**src/rtl/core/hrfu_pkg.sv**
```systemverilog
// Shared types and constants for the HID report field unpacker.
// No dependencies; imported by every module of the block.
`default_nettype none

package hrfu_pkg;

  localparam int WORD_W     = 32;
  localparam int CFG_IDX_W  = 2;
  localparam int CFG_DATA_W = 9;

  // Register indexes on the configuration port
  localparam logic [CFG_IDX_W-1:0] REG_FIELD_BITS   = 2'd0;
  localparam logic [CFG_IDX_W-1:0] REG_SIGNED_FIELD = 2'd1;
  localparam logic [CFG_IDX_W-1:0] REG_SIGN_WIDTH   = 2'd2;

  localparam logic [8:0] RESET_FIELD_BITS = 9'd8;
  localparam logic [5:0] RESET_SIGN_WIDTH = 6'd8;

  // Request queue between front and back
  localparam int Q_DEPTH = 2;
  localparam int Q_PTR_W = 1;
  localparam int Q_CNT_W = 2;

  typedef struct packed {
    logic [7:0] data_byte;
    logic       report_start;
  } q_entry_t;

endpackage

`default_nettype wire

```
**src/rtl/core/hrfu_front.sv**
```systemverilog
// Front end: accepts report byte requests and holds them in a short queue.
// Depends on hrfu_pkg (q_entry_t, queue sizing).
`default_nettype none

module hrfu_front
  import hrfu_pkg::*;
(
  input  wire logic     clk,
  input  wire logic     rst_n,
  input  wire logic     in_valid,
  output logic          in_stall,
  input  wire logic [7:0] in_data_byte,
  input  wire logic     in_report_start,
  output logic          head_valid,
  output q_entry_t      head,
  input  wire logic     pop
);

  q_entry_t             q_mem_r [Q_DEPTH];
  logic [Q_PTR_W-1:0]   wr_ptr_r, wr_ptr_nxt;
  logic [Q_PTR_W-1:0]   rd_ptr_r, rd_ptr_nxt;
  logic [Q_CNT_W-1:0]   count_r, count_nxt;
  logic                 push;

  assign in_stall   = (count_r == Q_CNT_W'(Q_DEPTH));
  assign push       = in_valid && !in_stall;
  assign head_valid = (count_r != '0);
  assign head       = q_mem_r[rd_ptr_r];

  always_comb begin
    wr_ptr_nxt = push ? wr_ptr_r + 1'b1 : wr_ptr_r;
    rd_ptr_nxt = pop  ? rd_ptr_r + 1'b1 : rd_ptr_r;
    count_nxt  = count_r;
    if (push && !pop) begin
      count_nxt = count_r + 1'b1;
    end else if (pop && !push) begin
      count_nxt = count_r - 1'b1;
    end
  end

  always_ff @(posedge clk) begin
    if (!rst_n) begin
      wr_ptr_r <= '0;
      rd_ptr_r <= '0;
      count_r  <= '0;
    end else begin
      wr_ptr_r <= wr_ptr_nxt;
      rd_ptr_r <= rd_ptr_nxt;
      count_r  <= count_nxt;
    end
  end

  always_ff @(posedge clk) begin
    if (push) begin
      q_mem_r[wr_ptr_r] <= '{data_byte: in_data_byte, report_start: in_report_start};
    end
  end

endmodule

`default_nettype wire

```
**src/rtl/core/hrfu_back.sv**
```systemverilog
// Back end: bit-serial field engine, one report bit per cycle unless
// stalled, plus config and output registers. Depends on hrfu_pkg.
`default_nettype none

module hrfu_back
  import hrfu_pkg::*;
#(
  parameter int MAX_FIELD_BITS = 256
) (
  input  wire logic                  clk,
  input  wire logic                  rst_n,
  input  wire logic                  cfg_wr,
  input  wire logic [CFG_IDX_W-1:0]  cfg_index,
  input  wire logic [CFG_DATA_W-1:0] cfg_data,
  input  wire logic                  head_valid,
  input  wire q_entry_t              head,
  output logic                       pop,
  output logic                       out_valid,
  input  wire logic                  out_stall,
  output logic [WORD_W-1:0]          out_value_word,
  output logic [2:0]                 out_word_index,
  output logic                       out_last_word
);

  localparam int LEFT_W = $clog2(MAX_FIELD_BITS + 1);
  localparam logic [LEFT_W-1:0] MAX_LEFT = LEFT_W'(MAX_FIELD_BITS);

  function automatic logic [LEFT_W-1:0] eff_len(input logic [8:0] fb);
    logic [LEFT_W-1:0] n;
    if (fb == 9'd0) begin
      n = LEFT_W'(1);
    end else if (32'(fb) > 32'(MAX_FIELD_BITS)) begin
      n = MAX_LEFT;
    end else begin
      n = LEFT_W'(fb);
    end
    return n;
  endfunction

  function automatic logic [WORD_W-1:0] extend_sign(input logic [WORD_W-1:0] w,
                                                    input logic [5:0] sw);
    logic [5:0]        swe;
    logic [4:0]        sidx;
    logic [WORD_W-1:0] mask;
    logic [WORD_W-1:0] res;
    swe  = (sw == 6'd0) ? 6'd1 : sw;
    sidx = swe[4:0] - 5'd1;
    mask = ~((WORD_W'(1) << swe[4:0]) - WORD_W'(1));
    res  = w;
    if (!swe[5] && w[sidx]) begin
      res = w | mask;
    end
    return res;
  endfunction

  logic [8:0]        field_bits_r;
  logic              signed_field_r;
  logic [5:0]        sign_width_r;

  logic [WORD_W-1:0] acc_r, acc_nxt;
  logic [4:0]        pos_r, pos_nxt;
  logic [LEFT_W-1:0] left_r, left_nxt;
  logic [2:0]        cnt_r, cnt_nxt;
  logic [2:0]        bit_idx_r;

  logic              out_valid_r;
  logic [WORD_W-1:0] out_word_r;
  logic [2:0]        out_index_r;
  logic              out_last_r;

  logic              can_go, go, start;
  logic [WORD_W-1:0] acc0, acc1;
  logic [4:0]        pos0;
  logic [5:0]        pos1;
  logic [LEFT_W-1:0] left0, left1;
  logic [2:0]        cnt0;
  logic              cur_bit, emit_last, emit_full;

  assign can_go = !out_valid_r || !out_stall;
  assign go     = head_valid && can_go;
  assign pop    = go && (bit_idx_r == 3'd7);
  assign start  = head.report_start && (bit_idx_r == 3'd0);

  always_comb begin
    acc0    = start ? '0 : acc_r;
    pos0    = start ? '0 : pos_r;
    cnt0    = start ? '0 : cnt_r;
    left0   = start ? eff_len(field_bits_r) : left_r;
    cur_bit = head.data_byte[bit_idx_r];
    acc1    = acc0 | (WORD_W'(cur_bit) << pos0);
    pos1    = {1'b0, pos0} + 6'd1;
    left1   = (left0 != '0) ? left0 - LEFT_W'(1) : '0;
    emit_last = (left1 == '0);
    emit_full = !emit_last && pos1[5];

    acc_nxt  = acc1;
    pos_nxt  = pos1[4:0];
    cnt_nxt  = cnt0;
    left_nxt = left1;
    if (emit_last) begin
      acc_nxt  = '0;
      pos_nxt  = '0;
      cnt_nxt  = '0;
      left_nxt = eff_len(field_bits_r);
    end else if (emit_full) begin
      acc_nxt = '0;
      pos_nxt = '0;
      cnt_nxt = cnt0 + 3'd1;
    end
  end

  always_ff @(posedge clk) begin
    if (!rst_n) begin
      field_bits_r   <= RESET_FIELD_BITS;
      signed_field_r <= 1'b0;
      sign_width_r   <= RESET_SIGN_WIDTH;
      acc_r          <= '0;
      pos_r          <= '0;
      cnt_r          <= '0;
      left_r         <= eff_len(RESET_FIELD_BITS);
      bit_idx_r      <= '0;
      out_valid_r    <= 1'b0;
    end else begin
      if (cfg_wr) begin
        case (cfg_index)
          REG_FIELD_BITS:   field_bits_r   <= cfg_data;
          REG_SIGNED_FIELD: signed_field_r <= cfg_data[0];
          REG_SIGN_WIDTH:   sign_width_r   <= cfg_data[5:0];
          default: ;
        endcase
      end
      if (go) begin
        acc_r     <= acc_nxt;
        pos_r     <= pos_nxt;
        cnt_r     <= cnt_nxt;
        left_r    <= left_nxt;
        bit_idx_r <= bit_idx_r + 3'd1;
      end else if (cfg_wr && cfg_index == REG_FIELD_BITS && pos_r == '0 && cnt_r == '0) begin
        // nothing gathered yet in this field: new length applies at once
        left_r <= eff_len(cfg_data);
      end
      if (go) begin
        out_valid_r <= emit_last || emit_full;
      end else if (can_go) begin
        out_valid_r <= 1'b0;
      end
    end
  end

  always_ff @(posedge clk) begin
    if (go && (emit_last || emit_full)) begin
      out_word_r  <= (emit_last && cnt0 == 3'd0 && signed_field_r) ?
                     extend_sign(acc1, sign_width_r) : acc1;
      out_index_r <= cnt0;
      out_last_r  <= emit_last;
    end
  end

  assign out_valid      = out_valid_r;
  assign out_value_word = out_word_r;
  assign out_word_index = out_index_r;
  assign out_last_word  = out_last_r;

endmodule

`default_nettype wire

```
**src/rtl/core/hid_report_field_unpacker.sv**
```systemverilog
// HID report field unpacker: top level.
// Cuts a byte stream, LSB first, into fields of field_bits bits and emits
// each field as one or more 32-bit words, the final one marked last_word.
// Input channel (in_*): one report byte per request, report_start drops
// any partial field before the byte's bits are used.
// Output channel (out_*): one word per request, held while out_stall is high.
// Config port (cfg_*): index 0 field_bits, 1 signed_field, 2 sign_width;
// other indexes ignored. cfg_ready is always high.
// Throughput: one bit per cycle through the back-end field engine while the
// output is not stalled; a byte may give 0 to 8 output words, at most one
// per cycle. A word is registered and visible in the cycle after its bit
// is processed. Bytes are held in the 2-entry request queue.
// Reset: queue and output empty, field_bits=8, signed_field=0, sign_width=8.
// Output stall freezes the engine; the queue keeps taking bytes until full,
// then in_stall rises.
// Depends on hrfu_pkg, hrfu_front, hrfu_back.
`default_nettype none

module hid_report_field_unpacker
  import hrfu_pkg::*;
#(
  parameter int MAX_FIELD_BITS = 256
) (
  input  wire logic                  clk,
  input  wire logic                  rst_n,
  input  wire logic                  in_valid,
  output logic                       in_stall,
  input  wire logic [7:0]            in_data_byte,
  input  wire logic                  in_report_start,
  output logic                       out_valid,
  input  wire logic                  out_stall,
  output logic [WORD_W-1:0]          out_value_word,
  output logic [2:0]                 out_word_index,
  output logic                       out_last_word,
  input  wire logic                  cfg_valid,
  output logic                       cfg_ready,
  input  wire logic [CFG_IDX_W-1:0]  cfg_index,
  input  wire logic [CFG_DATA_W-1:0] cfg_data
);

  logic     head_valid;
  q_entry_t head;
  logic     pop;

  assign cfg_ready = 1'b1;

  hrfu_front u_front (
    .clk             (clk),
    .rst_n           (rst_n),
    .in_valid        (in_valid),
    .in_stall        (in_stall),
    .in_data_byte    (in_data_byte),
    .in_report_start (in_report_start),
    .head_valid      (head_valid),
    .head            (head),
    .pop             (pop)
  );

  hrfu_back #(
    .MAX_FIELD_BITS (MAX_FIELD_BITS)
  ) u_back (
    .clk            (clk),
    .rst_n          (rst_n),
    .cfg_wr         (cfg_valid && cfg_ready),
    .cfg_index      (cfg_index),
    .cfg_data       (cfg_data),
    .head_valid     (head_valid),
    .head           (head),
    .pop            (pop),
    .out_valid      (out_valid),
    .out_stall      (out_stall),
    .out_value_word (out_value_word),
    .out_word_index (out_word_index),
    .out_last_word  (out_last_word)
  );

  // engine only retires a queue entry that is present
  a_pop_needs_entry: assert property (@(posedge clk) disable iff (!rst_n)
    pop |-> head_valid)
    else $error("queue popped while empty");

  // reset empties both the queue and the output register
  a_reset_clears: assert property (@(posedge clk)
    !rst_n |=> (!out_valid && !in_stall))
    else $error("state not cleared by reset");

  // a stalled word is never replaced by the engine
  a_stall_freezes: assert property (@(posedge clk) disable iff (!rst_n)
    (out_valid && out_stall) |=> $stable(out_value_word) && $stable(out_word_index))
    else $error("output word changed under stall");

endmodule

`default_nettype wire
```
**config.mk**
```make
export PLATFORM = sky130hd
export DESIGN_NAME = hid_report_field_unpacker
export DESIGN_NICKNAME = d
export VERILOG_FILES = /design/src/rtl/core/hrfu_pkg.sv /design/src/rtl/core/hrfu_front.sv /design/src/rtl/core/hrfu_back.sv /design/src/rtl/core/hid_report_field_unpacker.sv
export SDC_FILE = /design/constraint.sdc
export NUM_CORES = 1
export LEC_CHECK = 0
export ABC_AREA = 1
export ABC_CLOCK_PERIOD_IN_PS = 5600
export BUFFER_PORTS_ARGS = -buffer_cell sky130_fd_sc_hd__buf_2
export CORE_ASPECT_RATIO = 0.9
export CORE_MARGIN = 4
export CORE_UTILIZATION = 36
export DETAILED_ROUTE_END_ITERATION = 12
export GPL_TIMING_DRIVEN = 0
export HOLD_SLACK_MARGIN = 0.12
export PLACE_DENSITY = 0.51
export SLEW_MARGIN = 0
export SYNTH_ARGS = -nofsm -noshare
export SYNTH_HDL_FRONTEND = slang
export SYNTH_SLANG_ARGS = --single-unit
export TNS_END_PERCENT = 100
```
**constraint.sdc**
```tcl
create_clock -name clk -period 5.6 [get_ports clk]
set_input_delay 0.56 -clock clk [delete_from_list [all_inputs] [get_ports clk]]
set_output_delay 0.56 -clock clk [all_outputs]
set_load 0.005 [all_outputs]
```
==> flow_metrics.tcl, run 1 <==
set metrics [dict create \
    numCtsBuffers 17 \
    setup_viol 0 \
    synth_top_area_share_pct 20.8 \
    drv_cap 0 \
    cts.repair.resized 0 \
    ys_seq_area_share_pct 39.8 \
    fmax_mhz 225 \
    outcome "finished, final reports clean" \
    drt-wirelength-per-cell_um 16.6 \
    syn_area_sq_um 7790 \
    gp_congestion 0.883 \
    slew_headroom_pct 39.5 \
    synth_nets 1140 \
    post_drt_via_cell_ratio 5.14 \
    antenna_left 0 \
    dr.pass1.iters 7 \
    critPathMaxStageDelay_ns 0.42 \
    cts_max_path_buffers 2 \
    std_cell_rows 50 \
    die_area_sq_um 24100 \
    intPower_uw 1960 \
    fin_skew_ns 0.0154 \
    dp.cells 1453 \
    core-area_sq_um 21000 \
    hold_viol 0 \
    crit_buf_inv 4 \
    crit_arrival_ns 4.60 \
    crit_path_start_kind "flip-flop" \
    layout.cells.non_filler 1485 \
    fillers 2272 \
    power.density_nw_per_um2 348 \
    ctsHtreeMaxLevel 4 \
    tightest_slew_ns 0.902 \
    netlist_instances 1105 \
    layout.nets 1221 \
    slew_viol_final 0 \
    cts_tree "done" \
    cp_data_required_time_ns 5.75 \
    antennaDiodeCount 0 \
    synth_cell_types 43 \
    drt_iter0_drc 769 \
    p_clk_share_pct 35.6 \
    grt_pass1_vias 7194 \
    p_comb_share_pct 29.9 \
    gr-usage-all-layers_pct 20.7 \
    ios 64 \
    synthTopCellsByArea "edfxtp_1 (21%), dfxtp_1 (19%), nand2_1 (11%), nand3_1 (7.4%), nor2_1 (6.7%)" \
    tns_ns 0 \
    p_sw_share_pct 37.9 \
    crit_slowest_cell "nor2_1" \
    timing.final.crit_share_pct 79.4 \
    syn_to_final_growth_pct 16.2 \
    synth-seq-cells 128 \
    floorplan.initialDensity_pct 37.1 \
    drt_wl_total_um 24700 \
    leakage_uw 0.00410 \
    dieHeight_um 148 \
    ys.flop_type "dfxtp_1" \
    crit_fanout 10 \
    p_seq_share_pct 34.6 \
    synth_area_leader_cell "edfxtp_1" \
    overflow 0 \
    numPortBuffers 62 \
    path_cells "nor2_2 -> nand3_1 -> nand2_1 -> inv_1 -> nand2_1 -> inv_1 -> nand2_1 -> inv_1 -> nand2_1 -> ha_1 -> nand3_1 -> nor2_1 -> o211ai_1 -> nor2_1 -> nand4_1 -> inv_1 -> nand2_1 -> nor2_1 -> xor2_1 -> nor2_2 -> nand4_1 -> nand2_1" \
    crit_top_cell "nand2_1" \
    min_period_ns 4.45 \
    drc 0 \
    clock_sinks 128 \
    clk_pin_slew_ns 0.07 \
    vias 7631 \
    dieWidth_um 163 \
    rsz0062_at_grt "no" \
    synth_area_per_cell_sq_um 7.05 \
    p_switching_uw 1200 \
    clk_latency_ns 0.43 \
    grt_pass1_wl_um 39400 \
    crit_type "flip-flop to flip-flop" \
    grt_start_max_net_pins 38 \
    peakVddDrop_v 0.000145 \
    hold_class "input port to flip-flop" \
    final_layout_size_suffix_gt1_share_pct 14.4 \
    dpl.hpwl_um 18700 \
    crit_family "simple AND/OR/NAND/NOR gates" \
    synth_warnings 0 \
    postCtsSetupBuffers 0 \
    critPathCaptureType "flip-flop" \
    cts.root.buffer_cell "clkbuf_16" \
    synthArstFlopShare_pct 0 \
    antenna_found_initial 0 \
    postCtsHoldBufs 0 \
    synth_edf_count 54 \
]
[cell usage after synthesis, types with 4 or more instances]
library cell  count
and2_1            5
xnor2_1           8
buf_4             5
nand2_1         237
nor2_2           24
buf_6             6
a21oi_1          65
xor2_1            8
nand2_2           7
edfxtp_1         54
nor3_1           14
a211oi_1          6
nor2_1          140
nand4_1          60
o21ai_1           8
nand3_1         115
a211oi_2          5
clkbuf_1         25
nor2_4            4
inv_1           134
dfxtp_1          74
o21ai_0          44
buf_2            14
ha_1             10
[cell type report]
cell class,instances,area [sq um],share of cell area [%]
multi-input combinational,785,3880,42.8
sequential,128,3100,34.3
inverter,141,539,5.96
clock buffer,17,425,4.70
tap,286,358,3.95
timing repair buffer,62,310,3.43
buffer,51,273,3.01
clock inverter,15,166,1.84
[logic make-up after synthesis]
family | synth area share, %
adders and majority gates | 1.61
DFF | 39.8
xor gates and xnor gates | 1.80
other | 0.0481
buffers and inverters | 10.4
AOI/OAI and AO/OA | 10.2
and+or+nand+nor | 36.1
[power by group through the flow]
stage	Clock (uW)	Combinational, uW	Sequential, uW
after global placement	0	932	1110
after global routing	1190	1060	1100
after floorplan	0	685	1100
final	1120	943	1090
after CTS	1140	938	1090
after detailed placement	0	934	1110
[per-layer routing]
metal  vias to the layer above  share of wire, %  routed length [um]  GRT usage, %
met3                        25               5.9                1450          3.79
met1                      3558                49               12100          30.9
met4                         0               1.6                 384          5.74
li1                       3816                 -                   -             -
met2                       232                44               10800          30.7
met5                         -                 0                   0             0
[per-stage QoR]
step	cell area [sq um]	hold WS [ns]	power [uW]	setup WS [ns]	utilization (%)
after floorplan	7790	0.424	1780	2.15	-
after global placement	8460	0.447	2040	1.18	40.3
after detailed placement	8460	0.445	2040	1.27	40.3
after CTS	9050	0.299	3170	1.23	43.1
after global routing	9050	0.301	3350	0.767	43.1
final	9050	0.312	3150	1.15	43.1
[cell usage in the layout (no fill, tap or decap), types with 4 or more instances in the layout]
cell and count:
inv_8 4, clkbuf_16 17, nand3_1 115, nand2_2 7, o21ai_1 8, o21ai_0 44, xor2_1 8, a211oi_2 5
nor2_1 140, nand2_1 237, buf_2 76, clkinv_4 4, nor2_4 4, edfxtp_1 54, and2_1 5, a21oi_1 65
dfxtp_1 74, nor2_2 24, buf_6 6, nand4_1 60, buf_4 5, inv_6 6, clkbuf_1 25, ha_1 10
xnor2_1 8, a211oi_1 6, inv_1 133, nor3_1 14
[state kept, by name, indices dropped and copies added, names as in the netlist, named ones only]
register	flops
u_back.acc_r	32
u_back.bit_idx_r	3
u_back.cnt_r	3
u_back.field_bits_r	9
u_back.left_r	9
u_back.out_last_word	1
u_back.out_valid	1
u_back.out_value_word	32
u_back.out_word_index	3
u_back.pos_r	5
u_back.sign_width_r	6
u_back.signed_field_r	1
u_front.count_r	2
u_front.q_mem_r	18
u_front.rd_ptr_r	1
u_front.wr_ptr_r	1
[worst paths after layout]
kind | depth (start not counted) | to | slack, ns | start
min | 1 | u_front.q_mem_r[0][8]$_DFFE_PP_ | 0.31 | in_data_byte[7]
min reg2reg | 2 | u_back.acc_r[0]$_SDFFE_PN0P_ | 0.46 | u_back.acc_r[0]$_SDFFE_PN0P_
max reg2reg | 22 | u_back.out_value_word[28]$_DFFE_PP_ | 1.15 | u_back.sign_width_r[1]$_SDFFE_PN0P_
max | 22 | u_back.out_value_word[28]$_DFFE_PP_ | 1.15 | u_back.sign_width_r[1]$_SDFFE_PN0P_
Note: power is estimated with default switching activity, not from simulation.
==> inputs of run 2 (changes only) <==
ABC_CLOCK_PERIOD_IN_PS = 4200   (was 5600)
clock period = 4.2 ns   (was 5.6 ns; I/O delays follow)
==> run 2 against run 1 <==
  * Fmax is 15% higher
  * Sequential power is 33% higher
  * Sequential share of layout area is 0.14 points lower
  * Worst setup slack worse by 0.83 ns
  * Power is 34% higher
  * Critical path depth is 1 higher
  * Critical path type unchanged
  * Non-clock buffer count is 3 higher
==> flow_metrics.tcl, run 2 (synthesis gave the netlist of run 1 again) <==
set metrics [dict create \
    min_period_ns 3.87 \
    timing.final.ws_setup_ns 0.326 \
    die_area_sq_um 24100 \
    setup_viol 0 \
    gr-usage-all-layers_pct 20.7 \
    post_drt_via_cell_ratio 5.15 \
    hold_class "input port to flip-flop" \
    dpl.hpwl_um 18700 \
    gp_congestion 0.883 \
    final_core_util_pct 43.3 \
    tightest_slew_ns 0.914 \
    cts.root.buffer_cell "clkbuf_16" \
    slew_headroom_pct 38.6 \
    p_switching_uw 1600 \
    path_cells "buf_2 -> nor2_1 -> nand3_1 -> nand2_4 -> inv_1 -> nand2_1 -> inv_1 -> nand2_1 -> inv_1 -> nand2_1 -> ha_1 -> nand3_1 -> nor2_1 -> o211ai_1 -> nor2_2 -> nand4_1 -> inv_1 -> nand2_1 -> nor2_1 -> xor2_1 -> nor2_2 -> nand4_1 -> nand2_1" \
    crit_top_cell "nand2_1" \
    tns_ns 0 \
    holdWs_ns 0.171 \
    timing.final.crit_share_pct 92.2 \
    final_layout_size_suffix_gt1_share_pct 14.8 \
    r2r_slack_ns 0.33 \
    core-area_sq_um 21000 \
    syn_to_final_growth_pct 16.6 \
    power.density_nw_per_um2 464 \
    grt_pass1_vias 7194 \
    grt_start_max_net_pins 38 \
    cts_max_path_buffers 2 \
    dieHeight_um 148 \
    critPathCaptureType "flip-flop" \
    overflow 0 \
    mostFrequentLayoutCell "nand2_1" \
    drt_wl_total_um 24800 \
    cp_data_required_time_ns 4.36 \
    crit_slowest_cell "nor2_2" \
    ctsHtreeMaxLevel 4 \
    critPathMaxStageDelay_ns 0.30 \
    crit_buf_inv 5 \
    crit_arrival_ns 4.03 \
    dr.pass1.iters 6 \
    drc 0 \
    ios 64 \
    crit_type "flip-flop to flip-flop" \
    layout.nets 1224 \
    outcome "finished, final reports clean" \
    vias 7656 \
    rsz0062_at_grt "no" \
    fin_skew_ns 0.0146 \
    leakage_uw 0.00412 \
    antenna_left 0 \
    p_clk_share_pct 35.5 \
    fin_area_sq_um 9090 \
    antennaDiodeCount 0 \
    holdCritStartpoint "in_data_byte[7]" \
    p_seq_share_pct 34.5 \
    grt_pass1_wl_um 39400 \
    std_cell_rows 50 \
    clock_sinks 128 \
    p_sw_share_pct 37.9 \
    p_comb_share_pct 30.0 \
    min_path_cells 1 \
    clk_pin_slew_ns 0.07 \
    slew_viol_final 0 \
    intPower_uw 2620 \
    holdPathEnd "u_front.q_mem_r[0][8]$_DFFE_PP_" \
    crit_family "simple AND/OR/NAND/NOR gates" \
    numPortBuffers 62 \
    ff2ff_path_depth 23 \
    dpl-instance-area_sq_um 8460 \
    drv_cap 0 \
    clk_latency_ns 0.43 \
    fmax_mhz 258 \
    antenna_found_initial 0 \
    crit_path_start_kind "flip-flop" \
    peakVddDrop_v 0.000193 \
    dp_slack_ns -0.130 \
    drt-wirelength-per-cell_um 16.7 \
    hold_viol 0 \
    drt_iter0_drc 692 \
    floorplan.initialDensity_pct 37.1 \
    reg2reg_from "u_back.sign_width_r[3]$_SDFFE_PN1P_" \
    cts_tree "done" \
    dieWidth_um 163 \
    numCtsBuffers 17 \
    mostFrequentLayoutCells "nand2_1 (236), nor2_1 (139), inv_1 (133)" \
    r2r-end "u_back.out_value_word[28]$_DFFE_PP_" \
    crit_fanout 10 \
]
## run 2: metrics by stage
step | total power (uW) | instances
4_1_cts | 4230 | 1485
6_report | 4210 | 1488
3_5_place_dp | 2720 | 1453
2_1_floorplan | 2380 | 1105
5_1_grt | 4470 | 1488
3_3_place_gp | 2720 | 1453
## run 2: worst max path at each step
stage / from / end / slack (ns) / cells after the start
finish: u_back.sign_width_r[3]$_SDFFE_PN1P_ / u_back.out_value_word[28]$_DFFE_PP_ / 0.33 / 23
global route: u_back.bit_idx_r[0]$_SDFFE_PN0P_ / u_back.out_value_word[12]$_DFFE_PP_ / 0.05 / 19
CTS: u_back.sign_width_r[1]$_SDFFE_PN0P_ / u_back.out_value_word[28]$_DFFE_PP_ / 0.02 / 22
detailed placement: u_back.sign_width_r[1]$_SDFFE_PN0P_ / u_back.out_value_word[28]$_DFFE_PP_ / -0.13 / 22
global placement: u_back.sign_width_r[1]$_SDFFE_PN0P_ / u_back.out_value_word[28]$_DFFE_PP_ / -0.22 / 22
floorplan: u_back.bit_idx_r[0]$_SDFFE_PN0P_ / u_back.out_last_word$_DFFE_PP_ / 0.75 / 19
## run 2: power groups by stage
stage               sequential [uW]  combinational (uW)  clock [uW]
CTS                            1450                1250        1520
detailed placement             1480                1240           0
finish                         1450                1260        1500
global route                   1460                1420        1590
floorplan                      1470                 914           0
global placement               1480                1240           0
## run 2: repair_timing
action,CTS,global route
pin swaps,0,2
hold buffers,0,0
gates resized for setup,1,3
buffers inserted,0,3
endpoints found under the setup margin,5,5
## run 2: per-layer routing
layer	GRT usage [%]	up-vias	part of all wire [%]
met5	0	-	0
met4	5.74	0	1.6
met3	3.79	28	5.9
met2	30.7	248	43
met1	30.9	3562	49
li1	-	3818	-
## run 2: final cells by class
type | count | area [sq um]
flip-flops and latches | 128 | 3100
clock inverters | 15 | 166
plain buffers | 51 | 273
repair buffers | 65 | 333
well taps | 286 | 358
fillers | 2267 | 11900
inverters | 141 | 539
multi-input cells | 785 | 3890
clock buffers | 17 | 425
==> inputs of run 3 (changes only) <==
GPL_TIMING_DRIVEN = unset   (was 0)
==> run 3 against run 2 <==
  * Register-to-register slack improved by 0.07 ns
  * Clock-buffer cell count did not move
  * Power decreased by 1.1%
  * Utilization fell by 0.59 points
  * Fmax is 1.7% higher
  * Cell count decreased by 2.2%
  * Largest power group unchanged
==> flow_metrics.tcl, run 3 (synthesis gave the netlist of run 1 again) <==
set metrics [dict create \
    dp_slack_ns 0.381 \
    dr.pass1.iters 5 \
    final_layout_size_suffix_gt1_share_pct 14.5 \
    core-area_sq_um 21000 \
    drc 0 \
    die_area_sq_um 24100 \
    dieWidth_um 163 \
    grt_pass1_wl_um 37600 \
    layout.nets 1191 \
    antenna_left 0 \
    cp_data_required_time_ns 4.32 \
    critPathCaptureType "flip-flop" \
    dp.cells 1423 \
    clk_latency_ns 0.43 \
    drv_cap 0 \
    peakVddDrop_v 0.000180 \
    tightest_slew_ns 0.864 \
    tns_ns 0 \
    layout.cells.non_filler 1455 \
    vias 7401 \
    gr-usage-all-layers_pct 19.6 \
    slew_headroom_pct 42.2 \
    power.density_nw_per_um2 465 \
    leakage_uw 0.00406 \
    crit_type "flip-flop to flip-flop" \
    fin_skew_ns 0.0133 \
    floorplan.initialDensity_pct 37.1 \
    mostFrequentLayoutCell "nand2_1" \
    fillers 2247 \
    postCtsHoldBufs 0 \
    drt_wl_total_um 23200 \
    timing.final.ws_setup_ns 0.392 \
    cts_tree "done" \
    critPathLaunch "u_back.bit_idx_r[0]$_SDFFE_PN0P_" \
    mostFrequentLayoutCells "nand2_1 (237), nor2_1 (140), inv_1 (134)" \
    timing.final.crit_share_pct 90.7 \
    antennaDiodeCount 0 \
    holdWs_ns 0.174 \
    holdCritStartpoint "in_data_byte[7]" \
    ios 64 \
    crit_arrival_ns 3.93 \
    gp_congestion 0.933 \
    fin_area_sq_um 8970 \
    crit_path_start_kind "flip-flop" \
    ctsHtreeMaxLevel 4 \
    clock_sinks 128 \
    dpl.hpwl_um 17100 \
    drt_iter0_drc 791 \
    postCtsSetupBuffers 0 \
    fmax_mhz 263 \
    grt_pass1_vias 6913 \
    cts.root.buffer_cell "clkbuf_16" \
    slew_viol_final 0 \
    numPortBuffers 62 \
    crit_fanout 32 \
    syn_to_final_growth_pct 15.1 \
    drt-wirelength-per-cell_um 15.9 \
    grt_start_max_net_pins 53 \
    numCtsBuffers 17 \
    post_drt_via_cell_ratio 5.09 \
    hold_viol 0 \
    clk_pin_slew_ns 0.07 \
    dpl-instance-area_sq_um 8370 \
    min_period_ns 3.81 \
    hold_class "input port to flip-flop" \
    rsz0062_at_grt "no" \
    cts_max_path_buffers 2 \
    setup_viol 0 \
    reg2reg_from "u_back.bit_idx_r[0]$_SDFFE_PN0P_" \
    overflow 0 \
    std_cell_rows 50 \
    dieHeight_um 148 \
    antenna_found_initial 0 \
    outcome "finished, final reports clean" \
]
-- run 3: changes by cell type in the layout (fill, tap and decap cells not counted), moves of 3 or more --
cell | previous run | this run
buf_4 | 8 | 20
buf_6 | 6 | 0
clkbuf_1 | 25 | 0
clkinvlp_4 | 0 | 3
buf_2 | 76 | 62
clkinv_4 | 4 | 1
-- run 3: path summary, 6_finish.rpt --
| path | slack, ns | cells past startpoint | end |
|---|---|---|---|
| hold reg to reg | 0.47 | 2 | u_back.field_bits_r[7]$_SDFFE_PN0P_ |
| hold / removal | 0.17 | 1 | u_front.q_mem_r[0][8]$_DFFE_PP_ |
| setup / recovery | 0.39 | 20 | u_back.out_value_word[4]$_DFFE_PP_ |
| setup reg to reg | 0.39 | 20 | u_back.out_value_word[4]$_DFFE_PP_ |
-- run 3: routing by layer --
| metal | wire length [um] | up-vias | part of all wire [%] | track usage [%] |
|---|---|---|---|---|
| li1 | - | 3757 | - | - |
| met1 | 11600 | 3402 | 50 | 29.7 |
| met2 | 10000 | 221 | 43 | 29.4 |
| met3 | 1300 | 21 | 5.6 | 3.15 |
| met4 | 270 | 0 | 1.2 | 4.61 |
| met5 | 0 | - | 0 | 0 |
-- run 3: cell type report --
type	count	area, sq um	area share [%]
Clock buffer	17	425	4.74
Inverter	141	539	6.01
Multi-Input combinational cell	785	3900	43.4
Tap cell	286	358	3.99
Sequential cell	128	3100	34.6
Clock inverter	15	166	1.86
Timing Repair Buffer	83	480	5.36
-- run 3: metrics by stage --
stage / util [%] / total power [uW]
after global routing: 42.7 / 4420
after floorplan: - / 2380
after detailed placement: 39.8 / 2680
final: 42.7 / 4170
after CTS: 42.6 / 4190
after global placement: 39.8 / 2690
-- run 3: what timing repair did --
action | 4_1_cts | 5_1_grt
gates resized for setup | 0 | 1
hold endpoints to repair | 0 | 0
setup endpoints to repair | 0 | 7
-- run 3: power breakdown --
group / switching, uW / total (uW) / internal, uW
logic: 860 / 1210 / 354
registers: 59.2 / 1460 / 1400
clock network: 652 / 1500 / 845
-- run 3: worst max-delay path, cell delays in order (launching register included) --
cell	delay, ns
dfxtp_1	0.37
inv_1	0.20
ha_1	0.23
nand3_4	0.17
inv_2	0.36
nand2_1	0.15
nand2_1	0.12
inv_1	0.09
ha_1	0.20
inv_1	0.13
nor2_4	0.07
nand2_1	0.08
nand2_1	0.06
nand2_1	0.10
nand4_2	0.13
nor2_4	0.17
nand2_4	0.15
nand2_2	0.10
nand2_2	0.08
inv_1	0.26
buf_12	0.25
